[config.mk]
export PLATFORM = sky130hd
export DESIGN_NAME = slbm_ctrl
export DESIGN_NICKNAME = d
export VERILOG_FILES = /design/src/rtl/slbm_pkg.sv /design/src/rtl/slbm_ctrl.sv
export SDC_FILE = /design/constraint.sdc
export NUM_CORES = 1
export LEC_CHECK = 0
export ABC_CLOCK_PERIOD_IN_PS = 3100
export BUFFER_PORTS_ARGS = -buffer_cell sky130_fd_sc_hd__buf_2
export CORE_ASPECT_RATIO = 1.25
export CORE_UTILIZATION = 45
export CTS_CLUSTER_DIAMETER = 60
export DETAILED_ROUTE_END_ITERATION = 10
export GPL_TIMING_DRIVEN = 0
export PLACE_DENSITY = 0.72
export SLEW_MARGIN = 15
export SYNTH_ARGS = -nofsm -noshare
export SYNTH_HDL_FRONTEND = slang
export SYNTH_SLANG_ARGS = --single-unit
[constraint.sdc]
create_clock -name clk -period 3.1 [get_ports clk]
set_clock_uncertainty 0.2 [all_clocks]
set_input_delay 0.62 -clock clk [delete_from_list [all_inputs] [get_ports clk]]
set_output_delay 0.62 -clock clk [all_outputs]
set_load 0.005 [all_outputs]
[src/rtl/slbm_pkg.sv]
// Package for the serial-loaded bank mapper: access codes, result codes,
// register indexes, memory sizes and the decode structs. No dependencies.
`timescale 1ns / 1ps
`default_nettype none

package slbm_pkg;

  localparam int PROG_RAM_DEPTH = 8192;
  localparam int CHAR_RAM_DEPTH = 8192;
  localparam int PROG_AW        = $clog2(PROG_RAM_DEPTH);
  localparam int CHAR_AW        = $clog2(CHAR_RAM_DEPTH);

  localparam int CFG_W       = 5;
  localparam int ROM_AW      = 18;
  localparam int SHIFT_LEN   = 5;

  typedef enum logic [1:0] {
    FUNC_CPU_READ   = 2'd0,
    FUNC_CPU_WRITE  = 2'd1,
    FUNC_PPU_READ   = 2'd2,
    FUNC_PPU_WRITE  = 2'd3
  } func_t;

  typedef enum logic [2:0] {
    SRC_NONE     = 3'd0,
    SRC_RAM      = 3'd1,
    SRC_PROG_ROM = 3'd2,
    SRC_CHAR_ROM = 3'd3,
    SRC_WRITE    = 3'd4
  } source_t;

  typedef enum logic {
    CFG_PROG_BANKS = 1'b0,
    CFG_CHAR_BANKS = 1'b1
  } cfg_index_t;

  typedef enum logic [1:0] {
    TGT_CONTROL   = 2'd0,
    TGT_CHAR_LOW  = 2'd1,
    TGT_CHAR_HIGH = 2'd2,
    TGT_PROG_BANK = 2'd3
  } target_t;

  // Result of decoding one access, carried to the read stage.
  typedef struct packed {
    logic                claimed;
    source_t             source;
    logic                ram_char;
    logic [ROM_AW-1:0]   rom_address;
    logic [1:0]          mirroring;
  } decode_t;

  // Memory strobes for one access.
  typedef struct packed {
    logic prog_we;
    logic char_we;
  } mem_op_t;

endpackage

`default_nettype wire

[src/rtl/slbm_ctrl.sv]
// Mapper registers: serial shift loader, bank and control registers, the
// configuration registers and address decode/translation. Uses slbm_pkg.
`timescale 1ns / 1ps
`default_nettype none

module slbm_ctrl
  import slbm_pkg::*;
(
  input  wire logic              clk,
  input  wire logic              rst,
  input  wire logic              accept,
  input  wire logic [1:0]        func,
  input  wire logic [15:0]       bus_address,
  input  wire logic [7:0]        write_value,
  input  wire logic              cfg_write,
  input  wire logic              cfg_index,
  input  wire logic [CFG_W-1:0]  cfg_data,
  output decode_t                dec,
  output mem_op_t                mem_op
);

  logic [CFG_W-1:0] prog_bank_count;
  logic [CFG_W-1:0] char_bank_count;

  logic [4:0] shift_value, shift_value_next;
  logic [2:0] shift_count, shift_count_next;
  logic [4:0] control_bits, control_bits_next;
  logic [4:0] char_bank_low, char_bank_low_next;
  logic [4:0] char_bank_high, char_bank_high_next;
  logic [3:0] prog_bank_select, prog_bank_select_next;
  logic [1:0] mirror_mode, mirror_mode_next;

  logic       prog_ram_hit, rom_hit, video_hit, char_ram_mode, serial_write;
  logic [4:0] shifted;
  logic [3:0] last_bank;
  logic [4:0] count_minus_one;
  logic [ROM_AW-1:0] prog_addr, char_addr;

  always_ff @(posedge clk) begin
    if (rst) begin
      prog_bank_count <= CFG_W'(16);
      char_bank_count <= '0;
    end else if (cfg_write) begin
      case (cfg_index)
        CFG_PROG_BANKS: prog_bank_count <= cfg_data;
        CFG_CHAR_BANKS: char_bank_count <= cfg_data;
        default: ;
      endcase
    end
  end

  assign prog_ram_hit  = (bus_address[15:13] == 3'b011);
  assign rom_hit       = bus_address[15];
  assign video_hit     = (bus_address[15:13] == 3'b000);
  assign char_ram_mode = (char_bank_count == '0);
  assign serial_write  = (func == FUNC_CPU_WRITE) && rom_hit;

  // Program translation; in 16K modes (control_bits[3:2] 2 or 3) bit 14 picks the low or high window.
  assign count_minus_one = prog_bank_count - CFG_W'(1);
  assign last_bank       = count_minus_one[3:0];

  always_comb begin
    case (control_bits[3:2])
      2'd2: begin
        if (!bus_address[14]) begin
          prog_addr = {4'd0, bus_address[13:0]};
        end else begin
          prog_addr = {prog_bank_select, bus_address[13:0]};
        end
      end
      2'd3: begin
        if (!bus_address[14]) begin
          prog_addr = {prog_bank_select, bus_address[13:0]};
        end else begin
          prog_addr = {last_bank, bus_address[13:0]};
        end
      end
      default: prog_addr = {prog_bank_select[3:1], bus_address[14:0]};
    endcase
  end

  always_comb begin
    if (!control_bits[4]) begin
      char_addr = {1'b0, char_bank_low[4:1], bus_address[12:0]};
    end else if (!bus_address[12]) begin
      char_addr = {1'b0, char_bank_low, bus_address[11:0]};
    end else begin
      char_addr = {1'b0, char_bank_high, bus_address[11:0]};
    end
  end

  // Decode of the access into a result and memory strobes.
  always_comb begin
    dec.claimed     = 1'b0;
    dec.source      = SRC_NONE;
    dec.ram_char    = 1'b0;
    dec.rom_address = '0;
    mem_op.prog_we  = 1'b0;
    mem_op.char_we  = 1'b0;
    case (func)
      FUNC_CPU_READ: begin
        if (prog_ram_hit) begin
          dec.claimed = 1'b1;
          dec.source  = SRC_RAM;
        end else if (rom_hit) begin
          dec.claimed     = 1'b1;
          dec.source      = SRC_PROG_ROM;
          dec.rom_address = prog_addr;
        end
      end
      FUNC_CPU_WRITE: begin
        if (prog_ram_hit || rom_hit) begin
          dec.claimed = 1'b1;
          dec.source  = SRC_WRITE;
        end
        mem_op.prog_we = prog_ram_hit;
      end
      FUNC_PPU_READ: begin
        if (video_hit) begin
          dec.claimed = 1'b1;
          if (char_ram_mode) begin
            dec.source   = SRC_RAM;
            dec.ram_char = 1'b1;
          end else begin
            dec.source      = SRC_CHAR_ROM;
            dec.rom_address = char_addr;
          end
        end
      end
      default: begin
        if (video_hit && char_ram_mode) begin
          dec.claimed    = 1'b1;
          dec.source     = SRC_WRITE;
          mem_op.char_we = 1'b1;
        end
      end
    endcase
    dec.mirroring = mirror_mode_next;
  end

  // Serial loader: one data bit per write, the fifth write commits.
  assign shifted = {write_value[0], shift_value[4:1]};

  always_comb begin
    shift_value_next      = shift_value;
    shift_count_next      = shift_count;
    control_bits_next     = control_bits;
    char_bank_low_next    = char_bank_low;
    char_bank_high_next   = char_bank_high;
    prog_bank_select_next = prog_bank_select;
    mirror_mode_next      = mirror_mode;
    if (serial_write) begin
      if (write_value[7]) begin
        shift_value_next  = '0;
        shift_count_next  = '0;
        control_bits_next = control_bits | 5'h0C;
      end else if (shift_count == 3'(SHIFT_LEN - 1)) begin
        shift_value_next = '0;
        shift_count_next = '0;
        case (target_t'(bus_address[14:13]))
          TGT_CONTROL: begin
            control_bits_next = shifted;
            mirror_mode_next  = shifted[1:0];
          end
          TGT_CHAR_LOW:  char_bank_low_next    = shifted;
          TGT_CHAR_HIGH: char_bank_high_next   = shifted;
          default:       prog_bank_select_next = shifted[3:0];
        endcase
      end else begin
        shift_value_next = shifted;
        shift_count_next = shift_count + 3'd1;
      end
    end
  end

  always_ff @(posedge clk) begin
    if (rst) begin
      shift_value      <= '0;
      shift_count      <= '0;
      control_bits     <= 5'h1C;
      char_bank_low    <= '0;
      char_bank_high   <= '0;
      prog_bank_select <= '0;
      mirror_mode      <= 2'd3;
    end else if (accept) begin
      shift_value      <= shift_value_next;
      shift_count      <= shift_count_next;
      control_bits     <= control_bits_next;
      char_bank_low    <= char_bank_low_next;
      char_bank_high   <= char_bank_high_next;
      prog_bank_select <= prog_bank_select_next;
      mirror_mode      <= mirror_mode_next;
    end
  end

endmodule

`default_nettype wire
==> impl_results.md <==
* Outcome: finished clean
* Initial Util at 0.4741
* Total track usage at 0.2047
* Power Density at 387.1 nW/um^2
* Pins over their slew limit at 0
* Drt wl/cell at 13.01 um
* Core box area at 4099 um^2
* Final setup violation count at 0
* Worst-margin pin slew at 0.9296 ns
* Final Critical Period at 3.015 ns
* Dpl cells at 334
* Crit end category: output pin
* Rel. slew slack at 0.3751
* Die X at 60.78 um
* Critical path arrival at 2.19 ns
* Cell area after synthesis at 1943 um^2
* TritonCTS clock tree: done
* Mapped Cells at 225
* Core Rows at 26
* Gr ovfl total at 0
* CTS sink count at 35
* Global-route wire length before repair at 6962 um
* Via count at 1748
* Pre-CTS WS at 0.01379 ns
* Post-cts repair resize count at 0
* Ys flop type: dfxtp_1
* RSZ-0062 raised after global routing: false
* Crit Path Class: input port to output pin
* Final WS setup at 0.08517 ns
* Setup tns final at 0 ns
* # IOs at 63
* Syn-to-layout area delta at 21.76%
* Syn_nets at 264
* Commonest non-fill, non-tap cells in the layout: 53 x buf_2, 39 x nor2_1, 35 x dfxtp_1
* Fin crit share at 0.9725
* Drt first pass iters at 5
* Worst Hold Class: flip-flop to flip-flop
* CTS buffer count at 5
* Clock Tree Buf Depth at 2
* Post-synth EDFFs at 0
* CP Max Fanout at 10
* FFs w/ async S/R, synth at 0
* Max_cap viols at 0
* CTS root buf: clkbuf_8
* CTS H-tree depth at 2
* Initial antenna violation count at 0
* Lkg Pwr at 0.001022 uW
* Yosys synthesis warning count at 0
* NumNets Final at 324
* Synth cell types at 39
* Clock transition at the registers of the reported paths at 0.07 ns
* Starting DRC count in detailed routing at 83
* Total routed wirelength at 4438 um
* ANT nets after route at 0
* I/O Buffers at 53
* Die area at 4587 um^2
* Layout Cells excl Fill at 341
* Hold Vio Cnt, Final at 0
* Mean area per synthesized cell at 8.636 um^2
* # DRC at 0
* DR vias/cell at 5.126
* Maximum VDD drop at 0.0002976 V
* Reg2reg setup slack at 0.87 ns
* CP required at 2.28 ns
* GPL Wtd Cong at 0.8079
* Later-pin clock latency in the skew report at 0.29 ns
* FMAX at 331.7 MHz
* Setup crit start kind: input port
* Share of layout cells above drive strength 1 at 0.2842
* #FFs+latches synth at 35
* Pin count of the biggest net entering global routing at 11
* ANT cells at 0
* Post-synthesis sequential area ratio at 0.3606
* Vias in the first global route at 1511
* Most common cell after layout, fill and taps aside: buf_2
* Total design power at 915.9 uW
* Hpwl dp at 3347 um
* Die span in y at 75.47 um
-- Yosys cell counts (all sizes together) (2+ instances only) --
master | instances | area, um^2
mux2i | 23 | 230.2
nand2 | 13 | 48.80
a21oi | 16 | 80.08
nor4 | 4 | 43.80
xor2 | 2 | 17.52
nand3 | 8 | 40.04
nor3 | 9 | 45.04
mux2 | 2 | 22.52
nor2b | 12 | 142.6
o21ai | 6 | 30.03
ha | 3 | 37.54
clkbuf | 10 | 38.78
dfxtp | 35 | 700.7
a32oi | 2 | 17.52
and2b | 3 | 22.52
and2 | 3 | 21.27
nor2 | 39 | 146.4
nand2b | 3 | 18.77
inv | 8 | 30.03
a22oi | 6 | 45.04
o22ai | 4 | 25.02
-- cell type report --
type,count,area [um^2]
fill,391,1733
clock buffer,6,82.58
tap,56,70.07
sequential,35,700.7
inverter,8,30.03
multi-input combinational,171,1154
timing repair buffer,53,265.3
buffer,11,58.81
clock inverter,1,5.005
-- state kept, by name (all words and copies together) (netlist names), 3 cells and up --
name,count
control_bits,3
char_bank_low,5
char_bank_high,5
shift_count,3
prog_bank_select,4
shift_value,4
char_bank_count,5
prog_bank_count,4
-- worst max-delay path, stage by stage --
cell and delay [ns]:
buf_2 0.14, or4b_4 0.56, a211o_4 0.32, and2_4 0.19, buf_12 0.15, nor2b_4 0.09, buf_2 0.11
-- power by group --
part	internal [uW]	leakage, uW	switching, uW
Clock	174	0.0000470	163
Combinational	54.5	0.000692	64.4
Sequential	455	0.000283	4.18
Total	684	0.00102	232
-- timing repair --
item                       in CTS  in global routing
setup buffers                   0                  0
hold buffers                    0                  0
hold endpoints to repair        0                  0
setup endpoints to repair       0                  9
-- worst paths after layout --
check | start | to | cells past startpoint
max reg2reg | shift_count[0]$_SDFFE_PP0P_ | char_bank_high[1]$_SDFFE_PP0P_ | 6
min | char_bank_count[4]$_SDFFE_PP0P_ | char_bank_count[4]$_SDFFE_PP0P_ | 2
min reg2reg | char_bank_count[4]$_SDFFE_PP0P_ | char_bank_count[4]$_SDFFE_PP0P_ | 2
max | bus_address[13] | dec[2] | 7
-- cell families after synthesis --
kind of cell,after synthesis,synth area share
AO/OA/AOI/OAI,39,0.1269
flip-flops,35,0.3606
AND/OR/NAND/NOR,102,0.3084
adder cells (fa/ha/maj),3,0.01932
multiplexers,25,0.1301
XOR/XNOR,2,0.009016
buffers and inverters,19,0.04572
-- stage by stage --
stage	hold WS, ns	area (um^2)	util
after floorplan	0.2360	1943	-
after global placement	0.2464	2278	0.5559
after detailed placement	0.2492	2278	0.5559
after CTS	0.2588	2366	0.5772
after global routing	0.2815	2366	0.5772
final	0.2570	2366	0.5772
-- routing by layer --
metal	global-route usage	share of wire	wire length, um
met1	0.2579	0.47	2077
met2	0.3480	0.46	2061
met3	0.04075	0.052	229
met4	0.06818	0.016	70
met5	0	0	0
(Power assumes the default switching activity.)
